File: config.mk
export PLATFORM = sky130hd
export DESIGN_NAME = rainbow_pattern_generator_flat
export DESIGN_NICKNAME = d
export VERILOG_FILES = /design/src/rtl/rpg_pkg.sv /design/src/rtl/rpg_if.sv /design/src/rtl/rpg_div.sv /design/src/rtl/rpg_wheel.sv /design/src/rtl/rainbow_pattern_generator.sv /design/src/flat_wrapper.sv
export SDC_FILE = /design/constraint.sdc
export NUM_CORES = 1
export LEC_CHECK = 0
export BUFFER_PORTS_ARGS = -buffer_cell sky130_fd_sc_hd__buf_2
export CAP_MARGIN = 10
export CORE_UTILIZATION = 60
export DETAILED_ROUTE_END_ITERATION = 10
export MAX_ROUTING_LAYER = met4
export PLACE_DENSITY = 0.8
export SYNTH_ARGS = -nofsm -noshare
export SYNTH_HDL_FRONTEND = slang
export SYNTH_SLANG_ARGS = --single-unit
File: constraint.sdc
create_clock -name i_clk -period 4.7 [get_ports i_clk]
set_input_delay 0.235 -clock i_clk [delete_from_list [all_inputs] [get_ports i_clk]]
set_output_delay 0.235 -clock i_clk [all_outputs]
set_load 0.1 [all_outputs]
File: src/rtl/rpg_pkg.sv
// shared constants and types of the rainbow pattern generator
`default_nettype none

package rpg_pkg;

    localparam int NUM_LEDS_DEF = 32;

    localparam int IDX_W   = 6;
    localparam int COLOR_W = 8;
    localparam int SPAN_W  = 10;
    localparam int STEP_W  = 11;

    // scaled index is led index times 256
    localparam int DIVIDEND_W = IDX_W + COLOR_W;
    localparam int DIV_CNT_W  = $clog2(DIVIDEND_W);

    localparam logic [SPAN_W-1:0]  SPAN_RESET = SPAN_W'(32);
    localparam logic [STEP_W-1:0]  STEP_WRAP  = STEP_W'(256 * 5);
    localparam logic [COLOR_W-1:0] COLOR_MAX  = 8'hFF;
    localparam logic [COLOR_W-1:0] SEG_ONE    = COLOR_W'(85);
    localparam logic [COLOR_W-1:0] SEG_TWO    = COLOR_W'(170);

    typedef enum logic [1:0] {
        ST_IDLE,
        ST_DIV,
        ST_EMIT
    } t_state;

endpackage

`default_nettype wire

File: src/rtl/rpg_if.sv
// valid/ready channels of the rainbow pattern generator
`default_nettype none

interface rpg_in_if;
    logic valid;
    logic ready;
    logic frame_tick;

    modport source (output valid, output frame_tick, input ready);
    modport sink   (input valid, input frame_tick, output ready);
endinterface

interface rpg_out_if;
    logic                         valid;
    logic                         ready;
    logic [rpg_pkg::IDX_W-1:0]    led_index;
    logic [rpg_pkg::COLOR_W-1:0]  red;
    logic [rpg_pkg::COLOR_W-1:0]  green;
    logic [rpg_pkg::COLOR_W-1:0]  blue;
    logic                         frame_end;

    modport source (output valid, output led_index, output red, output green,
                    output blue, output frame_end, input ready);
    modport sink   (input valid, input led_index, input red, input green,
                    input blue, input frame_end, output ready);
endinterface

`default_nettype wire

File: src/rtl/rpg_div.sv
// bit-serial restoring divider, one quotient bit per cycle
`default_nettype none

module rpg_div (
    input  wire logic                              i_clk,
    input  wire logic                              i_rst_n,
    input  wire logic                              i_start,
    input  wire logic [rpg_pkg::DIVIDEND_W-1:0]    i_dividend,
    input  wire logic [rpg_pkg::SPAN_W-1:0]        i_divisor,
    output logic                                   o_done,
    output logic [rpg_pkg::COLOR_W-1:0]            o_quot
);

    localparam logic [rpg_pkg::DIV_CNT_W-1:0] LastCnt =
        rpg_pkg::DIV_CNT_W'(rpg_pkg::DIVIDEND_W - 1);

    // dividend bits leave at the top, quotient bits enter at the bottom
    logic [rpg_pkg::DIVIDEND_W-1:0] r_num;
    logic [rpg_pkg::SPAN_W-1:0]     r_rem;
    logic [rpg_pkg::DIV_CNT_W-1:0]  r_cnt;
    logic                           r_busy;
    logic                           r_done;

    logic [rpg_pkg::SPAN_W:0]       trial;
    logic [rpg_pkg::SPAN_W+1:0]     diff;
    logic                           fits;
    logic [rpg_pkg::SPAN_W-1:0]     n_rem;

    always_comb begin
        trial = {r_rem, r_num[rpg_pkg::DIVIDEND_W-1]};
        diff  = {1'b0, trial} - {2'b00, i_divisor};
        fits  = !diff[rpg_pkg::SPAN_W+1];
        // a zero divisor always fits, so the quotient saturates to all ones
        n_rem = fits ? diff[rpg_pkg::SPAN_W-1:0] : trial[rpg_pkg::SPAN_W-1:0];
    end

    always_ff @(posedge i_clk) begin
        if (!i_rst_n) begin
            r_busy <= 1'b0;
            r_done <= 1'b0;
            r_cnt  <= '0;
        end else begin
            r_done <= 1'b0;
            if (i_start) begin
                r_busy <= 1'b1;
                r_cnt  <= '0;
            end else if (r_busy) begin
                r_cnt <= r_cnt + 1'b1;
                if (r_cnt == LastCnt) begin
                    r_busy <= 1'b0;
                    r_done <= 1'b1;
                end
            end
        end
    end

    always_ff @(posedge i_clk) begin
        if (i_start) begin
            r_num <= i_dividend;
            r_rem <= '0;
        end else if (r_busy) begin
            r_num <= {r_num[rpg_pkg::DIVIDEND_W-2:0], fits};
            r_rem <= n_rem;
        end
    end

    assign o_done = r_done;
    assign o_quot = r_num[rpg_pkg::COLOR_W-1:0];

endmodule

`default_nettype wire

File: src/rtl/rpg_wheel.sv
// color wheel: wheel position to red, green and blue ramps
`default_nettype none

module rpg_wheel (
    input  wire logic [rpg_pkg::COLOR_W-1:0] i_pos,
    output logic      [rpg_pkg::COLOR_W-1:0] o_red,
    output logic      [rpg_pkg::COLOR_W-1:0] o_green,
    output logic      [rpg_pkg::COLOR_W-1:0] o_blue
);

    logic [rpg_pkg::COLOR_W-1:0] inv;
    logic [rpg_pkg::COLOR_W-1:0] seg;
    logic [rpg_pkg::COLOR_W-1:0] up;
    logic [rpg_pkg::COLOR_W-1:0] down;

    always_comb begin
        inv = rpg_pkg::COLOR_MAX - i_pos;
        if (inv < rpg_pkg::SEG_ONE) begin
            seg = inv;
        end else if (inv < rpg_pkg::SEG_TWO) begin
            seg = inv - rpg_pkg::SEG_ONE;
        end else begin
            seg = inv - rpg_pkg::SEG_TWO;
        end
        // seg is at most 85, so three times it still fits in a byte
        up   = {seg[rpg_pkg::COLOR_W-2:0], 1'b0} + seg;
        down = rpg_pkg::COLOR_MAX - up;

        if (inv < rpg_pkg::SEG_ONE) begin
            o_red   = down;
            o_green = '0;
            o_blue  = up;
        end else if (inv < rpg_pkg::SEG_TWO) begin
            o_red   = '0;
            o_green = up;
            o_blue  = down;
        end else begin
            o_red   = up;
            o_green = down;
            o_blue  = '0;
        end
    end

endmodule

`default_nettype wire

File: src/rtl/rainbow_pattern_generator.sv
// top level of the rainbow pattern generator: frame sequencer and output register
//
// Usage:
//   i_in is a valid/ready sink of one-bit frame_tick words. A word with
//   frame_tick 0 is taken and dropped. A word with frame_tick 1 advances the
//   phase step (0..1279, wrapping) and starts a frame of NUM_LEDS color words
//   on o_out, led index 0 first; the last word carries frame_end.
//   i_cfg_we/i_cfg_data write effect_span; write it only while no frame runs.
//   Each color needs one pass of the bit-serial divider over the 14 dividend
//   bits, one quotient bit per cycle; the next division starts only when the
//   previous word was taken, so the words of a frame are computed one at a
//   time, with no overlap. i_in is ready only between frames.
//   A stalled receiver holds the current word in the output register; the
//   divider waits for it to be taken and nothing is dropped.
//   Reset (synchronous, active low) clears the phase step, sets effect_span
//   to 32 and abandons any frame in progress.
`default_nettype none

module rainbow_pattern_generator #(
    parameter int NUM_LEDS = rpg_pkg::NUM_LEDS_DEF
) (
    input  wire logic                        i_clk,
    input  wire logic                        i_rst_n,
    rpg_in_if.sink                           i_in,
    rpg_out_if.source                        o_out,
    input  wire logic                        i_cfg_we,
    input  wire logic [rpg_pkg::SPAN_W-1:0]  i_cfg_data
);

    localparam logic [rpg_pkg::IDX_W-1:0] LastIdx = rpg_pkg::IDX_W'(NUM_LEDS - 1);

    rpg_pkg::t_state r_state, n_state;

    logic [rpg_pkg::SPAN_W-1:0]   r_span;
    logic [rpg_pkg::STEP_W-1:0]   r_step, n_step;
    logic [rpg_pkg::IDX_W-1:0]    r_idx, n_idx;
    logic                         r_out_valid, n_out_valid;
    logic [rpg_pkg::IDX_W-1:0]    r_out_idx;
    logic [rpg_pkg::COLOR_W-1:0]  r_red, r_green, r_blue;
    logic                         r_frame_end;

    logic                         div_start;
    logic                         div_done;
    logic [rpg_pkg::COLOR_W-1:0]  div_quot;
    logic [rpg_pkg::STEP_W-1:0]   step_inc;
    logic [rpg_pkg::COLOR_W-1:0]  hue_pos;
    logic [rpg_pkg::COLOR_W-1:0]  wheel_red, wheel_green, wheel_blue;
    logic                         load_out;

    rpg_div u_div (
        .i_clk      (i_clk),
        .i_rst_n    (i_rst_n),
        .i_start    (div_start),
        .i_dividend ({n_idx, rpg_pkg::COLOR_W'(0)}),
        .i_divisor  (r_span),
        .o_done     (div_done),
        .o_quot     (div_quot)
    );

    // only the low byte of the quotient matters after the mod 256
    assign hue_pos = div_quot + r_step[rpg_pkg::COLOR_W-1:0];

    rpg_wheel u_wheel (
        .i_pos   (hue_pos),
        .o_red   (wheel_red),
        .o_green (wheel_green),
        .o_blue  (wheel_blue)
    );

    always_ff @(posedge i_clk) begin
        if (!i_rst_n) begin
            r_state     <= rpg_pkg::ST_IDLE;
            r_span      <= rpg_pkg::SPAN_RESET;
            r_step      <= '0;
            r_idx       <= '0;
            r_out_valid <= 1'b0;
        end else begin
            r_state     <= n_state;
            r_step      <= n_step;
            r_idx       <= n_idx;
            r_out_valid <= n_out_valid;
            if (i_cfg_we) begin
                r_span <= i_cfg_data;
            end
        end
    end

    always_ff @(posedge i_clk) begin
        if (load_out) begin
            r_out_idx   <= r_idx;
            r_red       <= wheel_red;
            r_green     <= wheel_green;
            r_blue      <= wheel_blue;
            r_frame_end <= (r_idx == LastIdx);
        end
    end

    always_comb begin
        n_state     = r_state;
        n_step      = r_step;
        n_idx       = r_idx;
        n_out_valid = r_out_valid;
        div_start   = 1'b0;
        load_out    = 1'b0;
        i_in.ready  = 1'b0;
        step_inc    = r_step + 1'b1;

        case (r_state)
            rpg_pkg::ST_IDLE: begin
                i_in.ready = 1'b1;
                if (i_in.valid && i_in.frame_tick) begin
                    n_step    = (step_inc == rpg_pkg::STEP_WRAP) ? '0 : step_inc;
                    n_idx     = '0;
                    div_start = 1'b1;
                    n_state   = rpg_pkg::ST_DIV;
                end
            end
            rpg_pkg::ST_DIV: begin
                if (div_done) begin
                    load_out    = 1'b1;
                    n_out_valid = 1'b1;
                    n_state     = rpg_pkg::ST_EMIT;
                end
            end
            rpg_pkg::ST_EMIT: begin
                if (o_out.ready) begin
                    n_out_valid = 1'b0;
                    if (r_idx == LastIdx) begin
                        n_state = rpg_pkg::ST_IDLE;
                    end else begin
                        n_idx     = r_idx + 1'b1;
                        div_start = 1'b1;
                        n_state   = rpg_pkg::ST_DIV;
                    end
                end
            end
            default: begin
                n_state = rpg_pkg::ST_IDLE;
            end
        endcase
    end

    assign o_out.valid     = r_out_valid;
    assign o_out.led_index = r_out_idx;
    assign o_out.red       = r_red;
    assign o_out.green     = r_green;
    assign o_out.blue      = r_blue;
    assign o_out.frame_end = r_frame_end;

endmodule

`default_nettype wire
File: src/flat_wrapper.sv
// flat-port wrapper written by rule: the top's interface ports become plain ports
module rainbow_pattern_generator_flat 
#(
    parameter int NUM_LEDS = rpg_pkg::NUM_LEDS_DEF
)
  (i_clk, i_rst_n, i_cfg_we, i_cfg_data, i_in_valid, i_in_frame_tick, i_in_ready, o_out_valid, o_out_led_index, o_out_red, o_out_green, o_out_blue, o_out_frame_end, o_out_ready);
  rpg_in_if i_in_i ();
  rpg_out_if o_out_i ();
  input  wire logic i_clk;
  input  wire logic i_rst_n;
  input  wire logic i_cfg_we;
  input  wire logic [rpg_pkg::SPAN_W-1:0] i_cfg_data;
  input wire logic [$bits(i_in_i.valid)-1:0] i_in_valid;
  input wire logic [$bits(i_in_i.frame_tick)-1:0] i_in_frame_tick;
  output wire logic [$bits(i_in_i.ready)-1:0] i_in_ready;
  output wire logic [$bits(o_out_i.valid)-1:0] o_out_valid;
  output wire logic [$bits(o_out_i.led_index)-1:0] o_out_led_index;
  output wire logic [$bits(o_out_i.red)-1:0] o_out_red;
  output wire logic [$bits(o_out_i.green)-1:0] o_out_green;
  output wire logic [$bits(o_out_i.blue)-1:0] o_out_blue;
  output wire logic [$bits(o_out_i.frame_end)-1:0] o_out_frame_end;
  input wire logic [$bits(o_out_i.ready)-1:0] o_out_ready;
  assign i_in_i.valid = i_in_valid;
  assign i_in_i.frame_tick = i_in_frame_tick;
  assign i_in_ready = i_in_i.ready;
  assign o_out_valid = o_out_i.valid;
  assign o_out_led_index = o_out_i.led_index;
  assign o_out_red = o_out_i.red;
  assign o_out_green = o_out_i.green;
  assign o_out_blue = o_out_i.blue;
  assign o_out_frame_end = o_out_i.frame_end;
  assign o_out_i.ready = o_out_ready;
  rainbow_pattern_generator #(.NUM_LEDS(NUM_LEDS)) u_core (.i_clk(i_clk), .i_rst_n(i_rst_n), .i_in(i_in_i), .o_out(o_out_i), .i_cfg_we(i_cfg_we), .i_cfg_data(i_cfg_data));
endmodule
==> results of run 1 <==
## repair_timing
| item | in CTS | in global routing |
|---|---|---|
| endpoints found under the hold margin | 0 | 0 |
| endpoints found under the setup margin | 6 | 8 |
| hold buffers | 0 | 0 |
| resized for setup | 4 | 10 |
| pin swaps | 1 | 4 |
| setup buffers | 3 | 0 |
## synthesized netlist by cell type (3+ instances only)
cell	number
o22ai_1	3
a21o_1	6
o31ai_1	4
a21boi_0	4
and2_1	10
xor2_2	3
nand3_1	13
nand2_1	53
o21a_1	3
mux2i_1	35
nor3_1	5
inv_1	41
a31oi_1	3
nand2b_1	9
a211oi_1	5
fa_1	3
nor2b_1	20
o21bai_1	3
nand4_1	6
o211ai_1	4
and3_1	3
dfxtp_1	54
xnor2_1	20
edfxtp_1	37
nor2_1	56
xor2_1	10
ha_1	32
a21oi_1	34
buf_1	3
clkbuf_1	15
nor4_1	5
o21ai_0	35
or2_2	4
## final timing paths
| path | startpoint | to | slack [ns] | depth (start not counted) |
|---|---|---|---|---|
| max | u_core.r_step[0]$_SDFFE_PN0P_ | u_core.o_out.blue[5]$_DFFE_PP_ | 0.18 | 16 |
| min | i_cfg_data[5] | u_core.r_span[5]$_SDFFE_PN1P_ | 0.08 | 3 |
| max reg2reg | u_core.r_step[0]$_SDFFE_PN0P_ | u_core.o_out.blue[5]$_DFFE_PP_ | 0.18 | 16 |
| min reg2reg | u_core.r_span[5]$_SDFFE_PN1P_ | u_core.r_span[5]$_SDFFE_PN1P_ | 0.50 | 2 |
## flip-flops by register name (all words and copies together) (netlist names)
signal                  cells
u_core.o_out.blue           8
u_core.o_out.frame_end      1
u_core.o_out.green          8
u_core.o_out.led_index      6
u_core.o_out.red            8
u_core.o_out.valid          1
u_core.r_idx                6
u_core.r_span              10
u_core.r_state              2
u_core.r_step              11
u_core.u_div.o_done         1
u_core.u_div.r_busy         1
u_core.u_div.r_cnt          4
u_core.u_div.r_num         14
u_core.u_div.r_rem         10
## stage by stage
step	setup slack, ns	TNS, ns
floorplan	0.380	0
global placement	0.148	0
detailed placement	-0.126	-0.363
CTS	0.0617	0
global route	-0.00649	-0.0106
finish	0.183	0
## area by class of cell
class                           count  area share [%]
Multi-Input combinational cell    429            50.2
Clock inverter                      7            1.20
Clock buffer                        9            2.04
Timing Repair Buffer               62            5.69
Tap cell                          108            2.23
Inverter                           41            2.54
Sequential cell                    91            36.1
## worst min-delay path, delay by kind of cell
kind / cells / cell delay, ns
AOI/OAI and AO/OA: 1 / 0.06
buffers and inverters: 1 / 0.07
and+or+nand+nor: 1 / 0.04
## power breakdown
part | total, µW | switching (µW) | internal, µW
clock network | 513 | 306 | 208
registers | 962 | 43.2 | 919
logic | 1140 | 628 | 511
total | 2610 | 977 | 1640
## logic make-up after synthesis
| logic type | count (synthesis) | share of synthesized area, % |
|---|---|---|
| DFF | 91 | 40.6 |
| buffers and inverters | 60 | 4.19 |
| muxes | 36 | 6.69 |
| adders and majority gates | 35 | 8.52 |
| and+or+nand+nor | 194 | 17.5 |
| AOI/OAI and AO/OA | 129 | 15.9 |
| xor gates and xnor gates | 35 | 6.60 |
## routing by layer
metal	share of wire [%]	vias up	track usage, %
met5	0	-	-
met4	1.4	0	8.04
met3	4.1	14	4.26
met2	49	126	40.1
met1	45	2007	31.4
li1	-	2158	-
==> run_results.csv, run 1 <==
group,metric,value,unit
setup_path,cp_data_required_time,4.79,ns
sta,hold_ws,0.0809,ns
synth,ys_top_cells_by_area,"edfxtp_1 (21%), dfxtp_1 (20%), ha_1 (7.4%), mux2i_1 (6.5%), nor2_1 (3.9%)",
cells_and_area,utilization,69.5,%
die,dieArea,9390,µm²
die,die_x,96.9,µm
sta,finalCriticalPeriod,4.52,ns
synth,yosys_register_bits,91,
die,num_rows,34,
pwr,powerDensity,431,nW/µm²
synth,async_reset_ff_share,0,%
synth,synth_top_area_share,20.6,%
cts,cts_tree,"yes",
detailed_routing,wire_per_inst,14.8,µm
cells_and_area,multi_input_area,3040,µm²
synth,avgSynthCellArea,9.31,µm²
die,core_area,8720,µm²
cells_and_area,synthToLayoutAreaGrowth,12.3,%
sta,slew_headroom,43.9,%
setup_path,cp_cell_sequence,"ha_1, fa_2, nand2b_1, a21oi_2, xor2_2, a21o_1, a21oi_2, nor2_1, o311ai_0, xnor2_1, ha_1, nor2_1, mux2_2, a311oi_1, o311ai_2, mux2i_1",
setup_path,critPathBufInv,0,
global_routing,grt_overflow,0,
global_routing,antenna_found_initial,0,
synth,ys_seq_area_share,40.6,%
global_routing,grt_pass1_wl,18600,µm
cells_and_area,stdcell_count,747,
setup_path,path_max_fanout,8,
die,start_util,62.0,%
setup_path,crit_type,"flop to flop",
pwr,leakagePower,0.00246,µW
sta,setup_viol,0,
global_routing,grt_max_degree,34,
cells_and_area,fin_area,6060,µm²
cts,clock_latency,0.36,ns
cts,cts_buffer_depth,2,
status,status,"finished clean",
pwr,power,2610,µW
detailed_routing,drc,0,
synth,syn_area,5400,µm²
placement,dp.cells,728,
flow_run,cap_violations,0,
setup_path,crit_slowest_cell,"ha_1",
die,ios,49,
sta,post-route-period-util,96.1,%
cts,cts.sinks,91,
cts,cts_root_buf,"clkbuf_8",
placement,post-dp-hpwl,8060,µm
cells_and_area,final_common_cell,"nor2_1",
sta,tightestPinTransition,0.839,ns
synth,synthCells,580,
cells_and_area,n_fill_cell,646,
cells_and_area,nets,685,
sta,finalHoldViolCount,0,
cts,h-tree-depth,3,
detailed_routing,detail-route-antenna-nets,0,
synth,synthDistinctLibCells,65,
setup_path,crit_path_start_kind,"flop",
cells_and_area,n_antenna_cell,0,
synth,synth_nets,631,
setup_path,critPathMaxStageDelay,0.45,ns
detailed_routing,vias_per_cell,5.76,
synth,synthFlopType,"dfxtp_1",
setup_path,critPathArrivalTime,4.61,ns
detailed_routing,drt_pass1_iterations,5,
placement,gp_congestion,0.881,
sta,fmax,221,MHz
setup_path,endpoint_kind,"flop",
synth,yosysTopAreaCell,"edfxtp_1",
min_path,hp-class,"input pin to flop",
pwr,peakVddDrop,0.230,mV
placement,io_buffers,48,
cts,clk_pin_slew,0.10,ns
global_routing,grt_pass1_vias,4115,
detailed_routing,vias,4305,
global_routing,grt_usage,24.7,%
detailed_routing,drtIter0Drc,182,
sta,slew_violations,0,
setup_path,crit_family,"compound AO/OA/AOI/OAI gates",
placement,placement.cell_area,5790,µm²
detailed_routing,drt-total-wl,11100,µm
die,die_y,96.9,µm
cells_and_area,layout-drive-gt1-share,16.9,%
cts,numCtsBuffers,9,
synth,synth-edff-count,37,
sta,fin_worst_skew,0.0121,ns
synth,ys_warn_count,0,
cells_and_area,seq_area,2190,µm²
cells_and_area,layout_common_cells,"nor2_1 (55), dfxtp_1 (54), nand2_1 (52)",
Power figures use the tool's default switching activity.
==> run 2: changes to the inputs <==
--- a/config.mk
+++ b/config.mk
@@ -5,7 +5,7 @@
 export SDC_FILE = /design/constraint.sdc
 export NUM_CORES = 1
 export LEC_CHECK = 0
-export BUFFER_PORTS_ARGS = -buffer_cell sky130_fd_sc_hd__buf_2
+export BUFFER_PORTS_ARGS = -buffer_cell sky130_fd_sc_hd__clkbuf_2
 export CAP_MARGIN = 10
 export CORE_UTILIZATION = 60
 export DETAILED_ROUTE_END_ITERATION = 10
==> constraint.sdc (replaced) <==
create_clock -name i_clk -period 4.7 [get_ports i_clk]
set_input_delay 1.175 -clock i_clk [delete_from_list [all_inputs] [get_ports i_clk]]
set_output_delay 1.175 -clock i_clk [all_outputs]
set_load 0.1 [all_outputs]
==> run 2 against run 1 <==
Worst hold slack better by 0.41 ns. Non-clock buffer count grew 2. Largest cell class unchanged. Count of clock-buffer cells in the layout is 1 higher. Critical path depth is the same. Via count is 0.81% higher. Design area is 0.56% higher. Flip-flop and latch count did not move. Worst setup slack better by 0.11 ns. Power grew 1.2%. First-iteration DRC count up 31%. Global-route usage shrank 0.46 points. Sequential share of layout area fell by 0.20 points. Largest power group unchanged.
==> run_results.csv, run 2 (same netlist as run 1, synthesis figures left out) <==
group,metric,value,unit
die,core_area,8720,µm²
global_routing,met1_usage,31.9,%
sta,rsz0062_at_grt,"no",
pwr,leakagePower,0.00250,µW
detailed_routing,vias_per_cell,5.79,
setup_path,critPathArrivalTime,4.49,ns
global_routing,antenna_found_initial,0,
sta,fmax,227,MHz
setup_path,crit_start,"u_core.r_step[0]$_SDFFE_PN0P_",
setup_path,critPathMaxStageDelay,0.51,ns
sta,finalCriticalPeriod,4.40,ns
detailed_routing,drt_pass1_iterations,4,
sta,finalSetupTns,0,ns
setup_path,critPathBufInv,0,
die,num_rows,34,
sta,fin_worst_skew,0.0163,ns
cells_and_area,final_common_cell,"nor2_1",
global_routing,grt_pass1_vias,4097,
setup_path,crit_slowest_cell,"fa_2",
placement,io_buffers,48,
cells_and_area,n_antenna_cell,0,
global_routing,grt_busiest_layer,"met2",
detailed_routing,drtIter0Drc,239,
sta,tightestPinTransition,0.883,ns
setup_path,critPathMostFrequentCell,"ha_1",
detailed_routing,vias,4340,
global_routing,grt_usage,24.2,%
global_routing,grt_overflow,0,
placement,dp_slack,0.0678,ns
die,die_y,96.9,µm
detailed_routing,drt-total-wl,10700,µm
placement,post-dp-hpwl,7820,µm
pwr,p_sw,937,µW
cells_and_area,largest_register_ffs,14,
pwr,switching_share,35.4,%
die,start_util,62.0,%
sta,finalHoldViolCount,0,
cts,cts_root_buf,"clkbuf_8",
sta,slew_violations,0,
status,status,"finished clean",
cts,holdBufCountCts,0,
cts,numCtsBuffers,9,
min_path,hp-class,"flop to flop",
placement,gp_congestion,0.893,
min_path,min_from,"u_core.u_div.r_cnt[3]$_SDFFE_PP0P_",
global_routing,grt_pass1_wl,18500,µm
global_routing,grt_max_degree,33,
cts,cts_buffer_depth,2,
cells_and_area,n_fill_cell,644,
setup_path,crit_path_start_kind,"flop",
cells_and_area,layout-drive-gt1-share,16.7,%
sta,worst_slack,0.297,ns
die,die_x,96.9,µm
pwr,p_seq_share,36.4,%
cells_and_area,multi_input_area,3030,µm²
cts,cts.sinks,91,
cells_and_area,regMostFlops,"u_core.u_div.r_num",
setup_path,r2r_start,"u_core.r_step[0]$_SDFFE_PN0P_",
setup_path,cp_data_required_time,4.79,ns
setup_path,crit_family,"adder cells",
die,ios,49,
global_routing,use_met3,3.83,%
pwr,peakVddDrop,0.245,mV
setup_path,crit_type,"flop to flop",
cts,h-tree-depth,3,
pwr,p_int,1710,µW
setup_path,path_max_fanout,7,
cells_and_area,top_regs,"u_core.u_div.r_num x14, u_core.r_step x11",
cells_and_area,seq_area,2190,µm²
pwr,combPwrFrac,41.8,%
cts,clock_latency,0.36,ns
detailed_routing,wire_per_inst,14.2,µm
placement,dp.cells,728,
cells_and_area,stdcell_count,749,
cts,cts_tree,"yes",
cells_and_area,layout_common_cells,"nor2_1 (55), dfxtp_1 (54), nand2_1 (52)",
sta,post-route-period-util,93.7,%
global_routing,use_met2,38.9,%
pwr,clkPwrFrac,21.9,%
cells_and_area,nets,687,
detailed_routing,detail-route-antenna-nets,0,
cells_and_area,synthToLayoutAreaGrowth,12.9,%
pwr,powerDensity,434,nW/µm²
cts,clk_pin_slew,0.10,ns
flow_run,cap_violations,0,
sta,slew_headroom,40.9,%
sta,setup_viol,0,
die,dieArea,9390,µm²
setup_path,endpoint_kind,"flop",
setup_path,cp_cell_sequence,"ha_1, fa_2, ha_1, nor2_2, o21ai_2, a211oi_2, mux2i_1, nor4_4, ha_1, a21o_1, a21oi_1, nor2_1, nor2_1, o31ai_1, xnor2_1, mux2i_1",
detailed_routing,drc,0,
[run 2: power by group through the flow]
| stage | Combinational [µW] | Clock [µW] | Sequential (µW) |
|---|---|---|---|
| detailed placement | 1080 | 0 | 978 |
| global placement | 1040 | 0 | 975 |
| floorplan | 902 | 0 | 964 |
| finish | 1110 | 579 | 962 |
| global route | 1230 | 624 | 969 |
| CTS | 1090 | 587 | 960 |
[run 2: worst reg2reg max path, stage by stage, from the launching register on]
cell and delay, ns:
dfxtp_1 0.43, ha_1 0.21, fa_2 0.51, ha_1 0.28, nor2_2 0.25, o21ai_2 0.14, a211oi_2 0.29, mux2i_1 0.15
nor4_4 0.44, ha_1 0.30, a21o_1 0.19, a21oi_1 0.14, nor2_1 0.05, nor2_1 0.09, o31ai_1 0.09, xnor2_1 0.43
mux2i_1 0.16
[run 2: layout make-up]
type | count | area share, %
Inverter | 41 | 2.52
Tap cell | 108 | 2.22
Multi-Input combinational cell | 429 | 49.7
Timing Repair Buffer | 64 | 5.91
Sequential cell | 91 | 35.9
Clock buffer | 10 | 2.44
Clock inverter | 6 | 1.23
[run 2: repair_timing]
item	CTS	global route
gates resized for setup	0	11
buffers inserted	0	5
setup endpoints to repair	0	12
[run 2: path summary, 6_finish.rpt]
check | slack [ns] | cells after the start | end
max reg2reg | 0.30 | 16 | u_core.o_out.blue[6]$_DFFE_PP_
min reg2reg | 0.49 | 2 | u_core.u_div.o_done$_SDFF_PP0_
max | 0.30 | 16 | u_core.o_out.blue[6]$_DFFE_PP_
min | 0.49 | 2 | u_core.u_div.o_done$_SDFF_PP0_
[run 2: layer usage]
layer  wire length, µm  up-vias
met3               520       13
met2              5110      136
li1                  -     2156
met1              4920     2035
met5                 0        -
met4               110        0
[run 2: stage by stage]
stage                     util [%]  instance area, µm²  hold slack (ns)  power [µW]
after floorplan                  -                5400            0.452        1870
after global placement        66.4                5790            0.476        2020
after detailed placement      66.4                5790            0.473        2060
after CTS                     68.9                6010            0.497        2640
after global routing          69.9                6100            0.526        2820
final                         69.9                6100            0.491        2650
